### src/rtl/ept_pkg.sv
// shared types and constants for the encoder position tracker
package ept_pkg;

    localparam int RING_DEPTH_DEF = 30;

    localparam int CFG_IDX_W  = 3;
    localparam int CFG_DATA_W = 16;

    localparam int DIV_W      = 41;
    localparam int INIT_QBITS = 17;
    localparam int POS_QBITS  = 8;
    localparam int CIRC_QBITS = 11;
    localparam int STEP_W     = 5;

    localparam logic [15:0] CENTER_RST    = 16'd8000;
    localparam logic [15:0] SAVED_MAX_RST = 16'd8000;
    localparam logic [15:0] SAVED_MIN_RST = 16'd8000;
    localparam logic [6:0]  SAVED_PCT_RST = 7'd0;
    localparam logic [7:0]  THRESH_RST    = 8'd10;
    localparam logic [7:0]  DEF_CIRC_RST  = 8'd70;
    localparam logic [9:0]  MAX_CIRC_RST  = 10'd100;

    localparam logic signed [31:0] COUNT_RST = 32'sd8000;
    localparam logic signed [31:0] CNT_MAX   = 32'sh7FFF_FFFF;
    localparam logic signed [31:0] CNT_MIN   = 32'sh8000_0000;

    localparam logic [6:0]  PCT_FULL   = 7'd100;
    localparam logic [6:0]  PCT_SCALE  = 7'd100;
    localparam logic [15:0] US_PER_MS  = 16'd1000;

    localparam logic [CFG_IDX_W-1:0] REG_CENTER    = 3'd0;
    localparam logic [CFG_IDX_W-1:0] REG_SAVED_MAX = 3'd1;
    localparam logic [CFG_IDX_W-1:0] REG_SAVED_MIN = 3'd2;
    localparam logic [CFG_IDX_W-1:0] REG_SAVED_PCT = 3'd3;
    localparam logic [CFG_IDX_W-1:0] REG_THRESH    = 3'd4;
    localparam logic [CFG_IDX_W-1:0] REG_DEF_CIRC  = 3'd5;
    localparam logic [CFG_IDX_W-1:0] REG_MAX_CIRC  = 3'd6;

    typedef enum logic [1:0] {
        FN_EDGE,
        FN_TICK,
        FN_CENTER,
        FN_INIT
    } func_t;

    typedef enum logic [1:0] {
        MS_CLOSING,
        MS_STOPPED,
        MS_OPENING
    } motion_t;

    typedef enum logic [1:0] {
        OP_INIT,
        OP_POS,
        OP_CIRC
    } div_op_t;

    typedef enum logic [2:0] {
        S_IDLE,
        S_APPLY,
        S_POS,
        S_CIRC,
        S_DIV,
        S_FIN,
        S_OUT
    } state_t;

endpackage

### src/rtl/ept_ram.sv
// generic single write port ram with registered read
module ept_ram #(
    parameter int WIDTH = 32,
    parameter int DEPTH = 30,
    localparam int ADDR_W = (DEPTH > 1) ? $clog2(DEPTH) : 1
) (
    input  logic              clk,
    input  logic              we,
    input  logic [ADDR_W-1:0] waddr,
    input  logic [WIDTH-1:0]  wdata,
    input  logic [ADDR_W-1:0] raddr,
    output logic [WIDTH-1:0]  rdata
);

    logic [WIDTH-1:0] mem [DEPTH];
    logic [WIDTH-1:0] rdata_reg;

    always_ff @(posedge clk) begin
        if (we) begin
            mem[waddr] <= wdata;
        end
        rdata_reg <= mem[raddr];
    end

    assign rdata = rdata_reg;

endmodule

### src/rtl/encoder_position_tracker.sv
// encoder position tracker top level with shared restoring divider
//
// Input channel s_*: one item per handshake, s_func selects encoder edge,
// periodic tick, reset to centre or init from saved limits. Every item
// gives exactly one result on the m_* channel: percent position,
// direction, motion status, one-shot publish flag, averaged edge interval
// in ms and the signed count. Registers are to be written through cfg_*
// only while idle (not enforced by the block); cfg_ready is always high.
// One item is taken at a time. A single restoring divider, one quotient
// bit per cycle, runs the position division (8 steps) and the circle-time
// division (11 steps); an init item first runs it for 17 steps to place
// the count. The position or circle-time division is skipped when the
// travel window or the interval ring is empty. The ring keeps a running
// sum, so no walk over its entries is needed. s_ready is high only in
// idle, so a new item is taken only after the last result has entered
// the output register. A finished result waits there while the next item
// is taken; if the receiver stalls, the next result holds in its last
// step until the register frees. Reset (synchronous, active low) restores
// the configuration, state and tracking registers to their defaults and
// empties the ring; no clearing pass is needed.
module encoder_position_tracker
    import ept_pkg::*;
#(
    parameter int RING_DEPTH = RING_DEPTH_DEF
) (
    input  logic                   aclk,
    input  logic                   aresetn,
    input  logic                   s_valid,
    output logic                   s_ready,
    input  logic [1:0]             s_func,
    input  logic                   s_b_level,
    input  logic [31:0]            s_time_us,
    output logic                   m_valid,
    input  logic                   m_ready,
    output logic [6:0]             m_position_percent,
    output logic                   m_direction,
    output logic [1:0]             m_motion_status,
    output logic                   m_publish_now,
    output logic [9:0]             m_circle_time_ms,
    output logic signed [31:0]     m_current_count,
    input  logic                   cfg_valid,
    output logic                   cfg_ready,
    input  logic [CFG_IDX_W-1:0]   cfg_index,
    input  logic [CFG_DATA_W-1:0]  cfg_data
);

    localparam int IDX_W = (RING_DEPTH > 1) ? $clog2(RING_DEPTH) : 1;
    localparam int CNT_W = $clog2(RING_DEPTH + 1);
    localparam int SUM_W = 32 + CNT_W;

    // configuration
    logic [15:0] center_reg, smax_reg, smin_reg;
    logic [6:0]  spct_reg;
    logic [7:0]  thr_reg, defc_reg;
    logic [9:0]  maxc_reg;

    // control and tracking state
    state_t             state_reg, state_next;
    func_t              func_reg, func_next;
    logic               lvl_reg, lvl_next;
    logic [31:0]        time_reg, time_next;
    logic signed [31:0] count_reg, count_next;
    logic signed [31:0] tmax_reg, tmax_next;
    logic signed [31:0] tmin_reg, tmin_next;
    logic               dir_reg, dir_next;
    motion_t            status_reg, status_next;
    logic [31:0]        last_time_reg, last_time_next;
    logic               edge_seen_reg, edge_seen_next;
    logic [IDX_W-1:0]   ring_idx_reg, ring_idx_next;
    logic [CNT_W-1:0]   fill_reg, fill_next;
    logic [SUM_W-1:0]   sum_reg, sum_next;
    logic signed [31:0] last_tick_reg, last_tick_next;
    logic               tick_seen_reg, tick_seen_next;
    logic               pub_armed_reg, pub_armed_next;
    logic               pub_reg, pub_next;
    logic               m_valid_reg, m_valid_next;

    // divider and result payload
    logic [DIV_W-1:0]      rem_reg, rem_next;
    logic [DIV_W-1:0]      dsh_reg, dsh_next;
    logic [INIT_QBITS-1:0] quo_reg, quo_next;
    logic [STEP_W-1:0]     step_reg, step_next;
    div_op_t               op_reg, op_next;
    logic                  neg_reg, neg_next;
    logic [6:0]            pos_reg, pos_next;
    logic [9:0]            circ_reg, circ_next;

    logic [6:0]         out_pos_reg;
    logic               out_dir_reg;
    logic [1:0]         out_status_reg;
    logic               out_pub_reg;
    logic [9:0]         out_circ_reg;
    logic signed [31:0] out_count_reg;
    logic               out_load;

    // ring memory
    logic        ram_we;
    logic [31:0] ram_wdata;
    logic [31:0] ram_rdata;

    // datapath helpers
    logic [31:0]           interval;
    logic signed [31:0]    cnt_up, cnt_dn;
    logic signed [33:0]    tdiff, thr_s;
    logic signed [16:0]    idiff;
    logic signed [24:0]    iprod;
    logic [23:0]           iabs;
    logic signed [31:0]    iq;
    logic signed [33:0]    pdiff, pden;
    logic [32:0]           pabs_num, pabs_den;
    logic [DIV_W-1:0]      pnum_ext, pnum;
    logic [15:0]           circ_den;
    logic [DIV_W:0]        trial;
    logic                  fits;
    logic [POS_QBITS-1:0]  pq;
    logic [CIRC_QBITS-1:0] cq;
    logic                  moving;

    ept_ram #(
        .WIDTH (32),
        .DEPTH (RING_DEPTH)
    ) u_ring (
        .clk   (aclk),
        .we    (ram_we),
        .waddr (ring_idx_reg),
        .wdata (ram_wdata),
        .raddr (ring_idx_reg),
        .rdata (ram_rdata)
    );

    assign cfg_ready = 1'b1;
    assign s_ready   = (state_reg == S_IDLE);

    assign interval = time_reg - last_time_reg;
    assign cnt_up   = (count_reg == CNT_MAX) ? count_reg : count_reg + 32'sd1;
    assign cnt_dn   = (count_reg == CNT_MIN) ? count_reg : count_reg - 32'sd1;

    assign tdiff = 34'(count_reg) - 34'(last_tick_reg);
    assign thr_s = {26'b0, thr_reg};

    assign idiff = $signed({1'b0, smax_reg}) - $signed({1'b0, smin_reg});
    assign iprod = $signed({1'b0, spct_reg}) * idiff;
    assign iabs  = iprod[24] ? 24'(-iprod) : iprod[23:0];
    assign iq    = {{(32-INIT_QBITS){1'b0}}, quo_reg};

    assign pdiff    = 34'(count_reg) - 34'(tmin_reg);
    assign pden     = 34'(tmax_reg) - 34'(tmin_reg);
    assign pabs_num = pdiff[33] ? 33'(-pdiff) : pdiff[32:0];
    assign pabs_den = pden[33] ? 33'(-pden) : pden[32:0];
    assign pnum_ext = DIV_W'(pabs_num);
    assign pnum     = (pnum_ext << 6) + (pnum_ext << 5) + (pnum_ext << 2);

    assign circ_den = 16'(fill_reg) * US_PER_MS;

    assign trial = {1'b0, rem_reg} - {1'b0, dsh_reg};
    assign fits  = !trial[DIV_W];

    assign pq     = quo_reg[POS_QBITS-1:0];
    assign cq     = quo_reg[CIRC_QBITS-1:0];
    assign moving = (status_reg != MS_STOPPED);

    always_comb begin
        state_next     = state_reg;
        func_next      = func_reg;
        lvl_next       = lvl_reg;
        time_next      = time_reg;
        count_next     = count_reg;
        tmax_next      = tmax_reg;
        tmin_next      = tmin_reg;
        dir_next       = dir_reg;
        status_next    = status_reg;
        last_time_next = last_time_reg;
        edge_seen_next = edge_seen_reg;
        ring_idx_next  = ring_idx_reg;
        fill_next      = fill_reg;
        sum_next       = sum_reg;
        last_tick_next = last_tick_reg;
        tick_seen_next = tick_seen_reg;
        pub_armed_next = pub_armed_reg;
        pub_next       = pub_reg;
        rem_next       = rem_reg;
        dsh_next       = dsh_reg;
        quo_next       = quo_reg;
        step_next      = step_reg;
        op_next        = op_reg;
        neg_next       = neg_reg;
        pos_next       = pos_reg;
        circ_next      = circ_reg;
        m_valid_next   = m_valid_reg && !m_ready;
        out_load       = 1'b0;
        ram_we         = 1'b0;
        ram_wdata      = interval;

        case (state_reg)
            S_IDLE: begin
                if (s_valid) begin
                    func_next  = func_t'(s_func);
                    lvl_next   = s_b_level;
                    time_next  = s_time_us;
                    pub_next   = 1'b0;
                    state_next = S_APPLY;
                end
            end

            S_APPLY: begin
                state_next = S_POS;
                case (func_reg)
                    FN_EDGE: begin
                        dir_next = lvl_reg;
                        if (edge_seen_reg) begin
                            ram_we   = 1'b1;
                            sum_next = sum_reg + SUM_W'(interval)
                                     - ((fill_reg == CNT_W'(RING_DEPTH)) ?
                                        SUM_W'(ram_rdata) : '0);
                            ring_idx_next = (ring_idx_reg == IDX_W'(RING_DEPTH - 1)) ?
                                            '0 : ring_idx_reg + 1'b1;
                            if (fill_reg != CNT_W'(RING_DEPTH)) begin
                                fill_next = fill_reg + 1'b1;
                            end
                        end
                        last_time_next = time_reg;
                        edge_seen_next = 1'b1;
                        if (lvl_reg) begin
                            count_next = cnt_up;
                            if (cnt_up > tmax_reg) begin
                                tmax_next = cnt_up;
                            end
                        end else begin
                            count_next = cnt_dn;
                            if (cnt_dn < tmin_reg) begin
                                tmin_next = cnt_dn;
                            end
                        end
                    end
                    FN_TICK: begin
                        if (tick_seen_reg) begin
                            if (tdiff >= thr_s) begin
                                dir_next       = 1'b1;
                                status_next    = MS_OPENING;
                                pub_armed_next = 1'b1;
                            end else if (tdiff <= -thr_s) begin
                                dir_next       = 1'b0;
                                status_next    = MS_CLOSING;
                                pub_armed_next = 1'b1;
                            end else begin
                                status_next = MS_STOPPED;
                                if (pub_armed_reg) begin
                                    pub_next       = 1'b1;
                                    pub_armed_next = 1'b0;
                                end
                            end
                        end
                        last_tick_next = count_reg;
                        tick_seen_next = 1'b1;
                    end
                    FN_CENTER: begin
                        dir_next   = 1'b0;
                        count_next = {16'b0, center_reg};
                        tmax_next  = {16'b0, center_reg};
                        tmin_next  = {16'b0, center_reg};
                    end
                    FN_INIT: begin
                        dir_next   = lvl_reg;
                        tmax_next  = {16'b0, smax_reg};
                        tmin_next  = {16'b0, smin_reg};
                        rem_next   = DIV_W'(iabs);
                        dsh_next   = DIV_W'(PCT_SCALE) << (INIT_QBITS - 1);
                        quo_next   = '0;
                        step_next  = STEP_W'(INIT_QBITS - 1);
                        neg_next   = iprod[24];
                        op_next    = OP_INIT;
                        state_next = S_DIV;
                    end
                    default: ;
                endcase
            end

            S_POS: begin
                if (tmax_reg == tmin_reg) begin
                    pos_next   = (status_reg == MS_CLOSING) ? PCT_FULL : 7'd0;
                    state_next = S_CIRC;
                end else begin
                    rem_next   = pnum;
                    dsh_next   = DIV_W'(pabs_den) << (POS_QBITS - 1);
                    quo_next   = '0;
                    step_next  = STEP_W'(POS_QBITS - 1);
                    neg_next   = pdiff[33] ^ pden[33];
                    op_next    = OP_POS;
                    state_next = S_DIV;
                end
            end

            S_CIRC: begin
                if (fill_reg == '0) begin
                    circ_next  = {2'b0, defc_reg};
                    state_next = S_OUT;
                end else begin
                    rem_next   = DIV_W'(sum_reg);
                    dsh_next   = DIV_W'(circ_den) << (CIRC_QBITS - 1);
                    quo_next   = '0;
                    step_next  = STEP_W'(CIRC_QBITS - 1);
                    op_next    = OP_CIRC;
                    state_next = S_DIV;
                end
            end

            S_DIV: begin
                rem_next  = fits ? trial[DIV_W-1:0] : rem_reg;
                quo_next  = {quo_reg[INIT_QBITS-2:0], fits};
                dsh_next  = dsh_reg >> 1;
                step_next = step_reg - 1'b1;
                if (step_reg == '0) begin
                    state_next = S_FIN;
                end
            end

            S_FIN: begin
                case (op_reg)
                    OP_INIT: begin
                        count_next = $signed({16'b0, smin_reg}) + (neg_reg ? -iq : iq);
                        state_next = S_POS;
                    end
                    OP_POS: begin
                        if (pq == '0 || neg_reg) begin
                            pos_next = moving ? PCT_FULL : 7'd0;
                        end else if (pq >= POS_QBITS'(PCT_FULL)) begin
                            pos_next = moving ? 7'd0 : PCT_FULL;
                        end else begin
                            pos_next = pq[6:0];
                        end
                        state_next = S_CIRC;
                    end
                    OP_CIRC: begin
                        if (cq == '0 || cq > {1'b0, maxc_reg}) begin
                            circ_next = {2'b0, defc_reg};
                        end else begin
                            circ_next = cq[9:0];
                        end
                        state_next = S_OUT;
                    end
                    default: state_next = S_OUT;
                endcase
            end

            S_OUT: begin
                if (!m_valid_reg || m_ready) begin
                    out_load     = 1'b1;
                    m_valid_next = 1'b1;
                    state_next   = S_IDLE;
                end
            end

            default: state_next = S_IDLE;
        endcase
    end

    always_ff @(posedge aclk) begin
        if (!aresetn) begin
            center_reg    <= CENTER_RST;
            smax_reg      <= SAVED_MAX_RST;
            smin_reg      <= SAVED_MIN_RST;
            spct_reg      <= SAVED_PCT_RST;
            thr_reg       <= THRESH_RST;
            defc_reg      <= DEF_CIRC_RST;
            maxc_reg      <= MAX_CIRC_RST;
            state_reg     <= S_IDLE;
            count_reg     <= COUNT_RST;
            tmax_reg      <= COUNT_RST;
            tmin_reg      <= COUNT_RST;
            dir_reg       <= 1'b0;
            status_reg    <= MS_STOPPED;
            last_time_reg <= '0;
            edge_seen_reg <= 1'b0;
            ring_idx_reg  <= '0;
            fill_reg      <= '0;
            sum_reg       <= '0;
            last_tick_reg <= '0;
            tick_seen_reg <= 1'b0;
            pub_armed_reg <= 1'b1;
            pub_reg       <= 1'b0;
            m_valid_reg   <= 1'b0;
        end else begin
            if (cfg_valid) begin
                case (cfg_index)
                    REG_CENTER:    center_reg <= cfg_data;
                    REG_SAVED_MAX: smax_reg   <= cfg_data;
                    REG_SAVED_MIN: smin_reg   <= cfg_data;
                    REG_SAVED_PCT: spct_reg   <= cfg_data[6:0];
                    REG_THRESH:    thr_reg    <= cfg_data[7:0];
                    REG_DEF_CIRC:  defc_reg   <= cfg_data[7:0];
                    REG_MAX_CIRC:  maxc_reg   <= cfg_data[9:0];
                    default: ;
                endcase
            end
            state_reg     <= state_next;
            count_reg     <= count_next;
            tmax_reg      <= tmax_next;
            tmin_reg      <= tmin_next;
            dir_reg       <= dir_next;
            status_reg    <= status_next;
            last_time_reg <= last_time_next;
            edge_seen_reg <= edge_seen_next;
            ring_idx_reg  <= ring_idx_next;
            fill_reg      <= fill_next;
            sum_reg       <= sum_next;
            last_tick_reg <= last_tick_next;
            tick_seen_reg <= tick_seen_next;
            pub_armed_reg <= pub_armed_next;
            pub_reg       <= pub_next;
            m_valid_reg   <= m_valid_next;
        end
    end

    always_ff @(posedge aclk) begin
        func_reg <= func_next;
        lvl_reg  <= lvl_next;
        time_reg <= time_next;
        rem_reg  <= rem_next;
        dsh_reg  <= dsh_next;
        quo_reg  <= quo_next;
        step_reg <= step_next;
        op_reg   <= op_next;
        neg_reg  <= neg_next;
        pos_reg  <= pos_next;
        circ_reg <= circ_next;
        if (out_load) begin
            out_pos_reg    <= pos_reg;
            out_dir_reg    <= dir_reg;
            out_status_reg <= status_reg;
            out_pub_reg    <= pub_reg;
            out_circ_reg   <= circ_reg;
            out_count_reg  <= count_reg;
        end
    end

    assign m_valid            = m_valid_reg;
    assign m_position_percent = out_pos_reg;
    assign m_direction        = out_dir_reg;
    assign m_motion_status    = out_status_reg;
    assign m_publish_now      = out_pub_reg;
    assign m_circle_time_ms   = out_circ_reg;
    assign m_current_count    = out_count_reg;

endmodule

### config.mk
export PLATFORM = sky130hd
export DESIGN_NAME = encoder_position_tracker
export DESIGN_NICKNAME = d
export VERILOG_FILES = /design/src/rtl/ept_pkg.sv /design/src/rtl/ept_ram.sv /design/src/rtl/encoder_position_tracker.sv
export SDC_FILE = /design/constraint.sdc
export NUM_CORES = 2
export LEC_CHECK = 0
export BUFFER_PORTS_ARGS = -buffer_cell sky130_fd_sc_hd__buf_2
export CORE_UTILIZATION = 45
export CTS_BUF_LIST = sky130_fd_sc_hd__clkbuf_8
export CTS_CLUSTER_DIAMETER = 120
export DETAILED_ROUTE_END_ITERATION = 8
export GPL_ROUTABILITY_DRIVEN = 0
export SLEW_MARGIN = 40
export SYNTH_ARGS = -nofsm -noshare
export SYNTH_HDL_FRONTEND = slang
export SYNTH_SLANG_ARGS = --single-unit
### constraint.sdc
create_clock -name aclk -period 11.76 [get_ports aclk]
set_input_delay 1.176 -clock aclk [delete_from_list [all_inputs] [get_ports aclk]]
set_output_delay 1.176 -clock aclk [all_outputs]
set_load 0.005 [all_outputs]
-- After elaboration in Yosys (flattened, before gate mapping)
Memory sizes are Yosys's and may differ from the RTL's. A register that Yosys moved wholly into a read port is not among the register bits.
Index checks and enable logic that the tools add are counted.
- memories: 1
- flip-flop bits (word level): 511
- memory bits (writable): 960
- reduce and logical (&&, ||, !) cells: 50
- $mul: 2
- bitwise operators: 1
- multiplexer cells: 86
- magnitude comparators: 6
- $add $sub $neg: 21
- equal/unequal tests: 48
- memories (name ; depth ; width ; read ports ; clocked after memory_dff ; wr ports ; line ; text):
    u_ring.mem ; 30 ; 32 ; 1 ; 1 ; 1 ; ept_ram.sv:15 ; logic [WIDTH-1:0] mem [DEPTH];
- operators by type and width (cell ; count):
    $pmux 41 s4 ; 2
    $mux 32 ; 10
    $mux 41 ; 7
    $pmux 32 s3 ; 2
    $pmux 32 s2 ; 2
    $sub 32x32->33 ; 3
    $pmux 17 s4 ; 1
    $mux 33 ; 2
    $neg 33->33 ; 2
    $eq 32x32->1 const B ; 2
    $mux 17 ; 3
    $mux 7 ; 7
    $sub 41x41->42 ; 1
    $add 40x35->41 ; 1
    $add 39x38->40 ; 1
    $ne 2x2->1 const B ; 19
    $add 37x32->37 ; 1
    $sub 37x32->37 ; 1
    $le 33x34->1 ; 1
    $neg 8->34 ; 1
    $ge 33x9->1 ; 1
    $add 17x32->32 ; 1
    $add 32x2->32 const B ; 1
    $eq 32x32->1 ; 1
    55 further kinds ; 141

-- Logic depth before layout (Yosys ltp)
- depth in word-level cells: 7
- mapped depth: 35
- mapped depth without buffers: 35

-- Hierarchy
A second synthesis with hierarchy kept.
- cell total of the unflattened synthesis: 7670
- area total of the unflattened synthesis: 85474.5 um2
- by module, submodules not included (module ; times used ; seq. area each (um2) ; area each (um2) ; cells an instance):
    encoder_position_tracker ; 1 ; 12321.8 ; 47917.2 ; 5833
    ept_ram ; 1 ; 29468.3 ; 37557.3 ; 1837

-- Worst setup path before layout
OpenSTA, ideal clock, no wires.
- path type: register to register
- start: register smax_reg[0]
- end: register rem_reg[20], data pin
- library setup time: 0.267 ns
- cell stages (with the launch flop): 34
- slack: 4.007 ns
- arrival time: 7.486 ns
- period minus slack after synthesis: 7.753 ns
- buffers on the path: 1
- path through: dfxtp_1 -> inv_1 -> ha_1 -> fa_1 -> nor2b_1 -> o21ai_0 -> a21boi_0 -> o21ai_0 -> a21boi_0 -> o21ai_0 -> a21boi_0 -> o21ai_0 -> a211oi_1 -> o21ai_0 -> a31o_2 -> or2_2 -> fa_1 -> inv_1 -> fa_1 -> fa_1 -> inv_1 -> fa_1 -> inv_1 -> ha_1 -> a21o_1 -> nand3_1 -> o31ai_1 -> a21oi_1 -> o21ba_2 -> xnor2_1 -> clkbuf_1 -> o21ai_0 -> xor2_1 -> o21ai_0
- cells in the longest elaborated chain, start to end: 6
- RTL lines (item ; line ; text):
    from (decl) ; encoder_position_tracker.sv:52 ; logic [15:0] center_reg, smax_reg, smin_reg;
    from (signal assigned) ; encoder_position_tracker.sv:386 ; REG_SAVED_MAX: smax_reg <= cfg_data;
    $sub 16x16->17 (*) ; encoder_position_tracker.sv:141 ; assign idiff = $signed({1'b0, smax_reg}) - $signed({1'b0, smin_reg});
    $mul 8x17->25 (*) ; encoder_position_tracker.sv:142 ; assign iprod = $signed({1'b0, spct_reg}) * idiff;
    $neg 24->24 ; encoder_position_tracker.sv:143 ; assign iabs = iprod[24] ? 24'(-iprod) : iprod[23:0];
    $mux 24 (*) ; encoder_position_tracker.sv:143 ;
    $mux 41 (*) ; encoder_position_tracker.sv:207 ; case (func_reg)
    $pmux 41 s4 (*) ; encoder_position_tracker.sv:194 ; case (state_reg)
    net rem_next[20] ; encoder_position_tracker.sv:79 ; logic [DIV_W-1:0] rem_reg, rem_next;
    to (signal assigned) ; encoder_position_tracker.sv:418 ; rem_reg <= rem_next;
    to (decl) ; encoder_position_tracker.sv:79 ;
The timed path passes the listed nets; every way through them passes the cells marked *. The select of a mux whose other input is x is not followed.
A chain may end at the register's enable or synchronous reset.

-- Worst setup path in the final report
- start: register smax_reg[0]
- end: register rem_reg[13], data pin
Same word-level chain as after synthesis.

==> run_results.csv <==
group,metric,value,unit
synth,synth-compound-area-share,0.124,
floorplan,core_area,185000,sq um
layout,layout-drive-gt1-share,0.123,
synth,syn-cell-area,83900,sq um
floorplan,rows,158,
layout,area_growth_syn_to_layout,10.8,%
sta,fin_crit_sh,0.709,
worst_setup_path,crit_buf_inv,6,
sta,fin_tns_setup,0,ns
floorplan,pin_count,115,
worst_setup_path,arrival,9.08,ns
worst_setup_path,slowest_stage,"fa_1",
sta,slew_headroom,0.399,
worst_setup_path,r2r_slack,3.42,ns
worst_hold_path,worstHoldEndpoint,"func_reg[1]$_DFFE_PP_",
clock_tree,cts_setup_buffers,0,
sta,fmaxAchievable,0.120,GHz
routing,drt_iter0_markers,5676,
synth,synthArstFlopShare,0,
global_routing,first_global_vias,58100,
placed_design,dp_cells,9779,
placed_design,dp_hpwl,168000,um
synth,ys_warn_count,0,
clock_tree,cts_root_buffer,"clkbuf_8",
worst_setup_path,r2r-end,"rem_reg[13]$_DFFE_PP_",
worst_setup_path,cp_top_family,"adder cells",
worst_hold_path,hold_depth,1,
floorplan,die_x,434,um
global_routing,grt_usage,0.261,
routing,drc,0,
global_routing,grt_start_max_net_pins,131,
sta,period_minus_slack,8.34,ns
sta,worst_pin_slew,0.878,ns
sta,skew,0.122,ns
floorplan,die_area,188000,sq um
worst_setup_path,critPathMaxStageDelay,0.67,ns
layout,final_nets,8296,
layout,stdcell_area,92900,sq um
clock_tree,cts.repair.resized,0,
sta,rsz0062_at_grt,"false",
global_routing,grt_pass1_wl,368000,um
worst_hold_path,hold_start,"s_func[1]",
synth,yosysSeqAreaShare,0.498,
synth,synthDistinctLibCells,91,
worst_setup_path,required,12.49,ns
global_routing,grt-ovfl-total,0,
synth,synth_top_family_by_area,"compound AO/OA/AOI/OAI gates",
routing,ant_nets,0,
routing,vias,60000,
synth,synthAdderAreaFrac,0.113,
synth,synth_nets,8100,
synth,netlist_top_cells_area,"edfxtp_1 42%, dfxtp_1 7.9%, ha_1 7.2%, mux4_2 6.0%, fa_1 4.1%",
clock_tree,cts_sinks,1502,
clock_tree,cts_tree,"built",
synth,synth_cells,7389,
clock_tree,clk_pin_slew_worst_paths,0.06,ns
worst_setup_path,reg2reg_from,"smax_reg[0]$_SDFFE_PN0P_",
flow_run,maxCapViolCount,0,
worst_setup_path,crit_path_start,"smax_reg[0]$_SDFFE_PN0P_",
outcome,status,"finished clean",
worst_setup_path,worstPathMaxFanout,11,
global_routing,antenna_found_initial,7,
clock_tree,cts_hold_buf,0,
synth,synth_mux_area_frac,0.0694,
sta,hold_violations,0,
placed_design,port_buffers,113,
synth,synth_enable_flop_cells,1171,
floorplan,fp.dieH,434,um
worst_hold_path,hold_class,"in -> reg",
sta,setup_viol,0,
layout,layoutNonFillerInstCount,10300,
worst_setup_path,crit_type,"reg -> reg",
clock_tree,htreeDepth,5,
synth,synth_xor_area_frac,0.0432,
synth,postSynthAreaPerCell,11.3,sq um
worst_setup_path,crit_path_end_kind,"flip-flop",
routing,dr.pass1.iters,7,
synth,synth_ff_type,"edfxtp_1",
sta,slew_violations,0,
synth,synth_area_leader_cell,"edfxtp_1",
synth,yosysTopAreaCellShare,0.419,
clock_tree,clockBufferDepth,4,
worst_setup_path,cp-start-kind,"flip-flop",
synth,synth_seq_cells,1502,
layout,fillers,16400,
routing,vias_per_cell,5.85,
routing,wirelength,248000,um
clock_tree,worst_skew_pair.late_latency,1.08,ns
layout,largest_register_ffs,960,
floorplan,initial_core_util,0.453,
placed_design,dpl_cell_area,87800,sq um
routing,wl_per_cell,24.2,um
synth,synth-simple-area-share,0.109,
clock_tree,numCtsBuffers,279,
worst_setup_path,reg2reg_depth,34,
## worst max path at each step
stage / to / slack, ns / depth (start not counted)
2_1_floorplan: rem_reg[20]$_DFFE_PP_ / 4.01 / 33
3_3_place_gp: rem_reg[13]$_DFFE_PP_ / 2.96 / 32
3_5_place_dp: rem_reg[13]$_DFFE_PP_ / 3.35 / 33
4_1_cts: rem_reg[13]$_DFFE_PP_ / 3.32 / 33
5_1_grt: rem_reg[13]$_DFFE_PP_ / 2.72 / 34
6_report: rem_reg[13]$_DFFE_PP_ / 3.42 / 34
## cells in the final DEF, fill, tap and decap left out, types with 18 or more instances in the layout
master	netlist	final
a211oi_1	52	51
a21o_1	150	150
a21oi_1	486	485
a221oi_1	51	51
a22oi_1	92	92
a31oi_1	51	51
and2_1	132	129
and3_1	55	53
buf_2	9	114
buf_4	2	100
clkbuf_8	0	303
clkinv_1	0	47
clkinv_2	0	22
dfxtp_1	331	328
edfxtp_1	1171	1171
fa_1	170	169
ha_1	482	482
inv_1	646	714
mux2i_1	66	66
mux4_2	224	224
nand2_1	727	725
nand2b_1	57	57
nand3_1	154	153
nand4_1	62	62
nor2_1	421	383
nor2_4	0	33
nor2b_1	51	50
nor3_1	95	92
nor4_1	30	28
o211ai_1	46	46
o21a_1	52	52
o21ai_0	320	319
o21bai_1	45	45
o22ai_1	45	45
o31a_1	18	18
o31ai_1	47	46
or2_2	24	24
or3_1	42	42
xnor2_1	256	244
xor2_1	158	149
## through the flow
stage	hold WS [ns]	worst slack (ns)	utilization
detailed placement	0.406	3.35	0.474
finish	0.348	3.42	0.502
global placement	0.410	2.96	0.473
floorplan	0.400	4.01	-
CTS	0.243	3.32	0.501
global route	0.292	2.72	0.502
## logic make-up after synthesis
kind of cell,after synthesis
mux,300
buf+inv,957
other cells,1
xor+xnor,414
simple gates,1938
compound gates,1625
flops,1502
fa+ha+maj,652
## routing by layer
metal	vias to the layer above	share of wire	track usage
met5	-	0.00025	0
met4	10	0.046	0.116
met3	529	0.066	0.0402
met2	2223	0.49	0.435
met1	29800	0.40	0.335
li1	27400	-	-
## synthesized netlist by cell type, drive strengths merged, types with 170 or more instances
master  number
edfxtp    1171
nand2      727
inv        647
a21oi      486
ha         482
nor2       421
dfxtp      331
o21ai      321
clkbuf     260
xnor2      256
mux4       224
fa         170
## final cells by class
type	instances	area (sq um)	share of cell area
timing repair buffer	225	1500	0.0161
clock inverter	161	905	0.00973
tap	2480	3100	0.0334
antenna	2	5.00	0.0000538
sequential	1502	41800	0.450
multi-input combinational	4930	39000	0.420
clock buffer	303	4170	0.0449
inverter	647	2440	0.0262
Power is not shown: default switching activity piles up to over one toggle a cycle in this logic, so the estimate is an artifact.
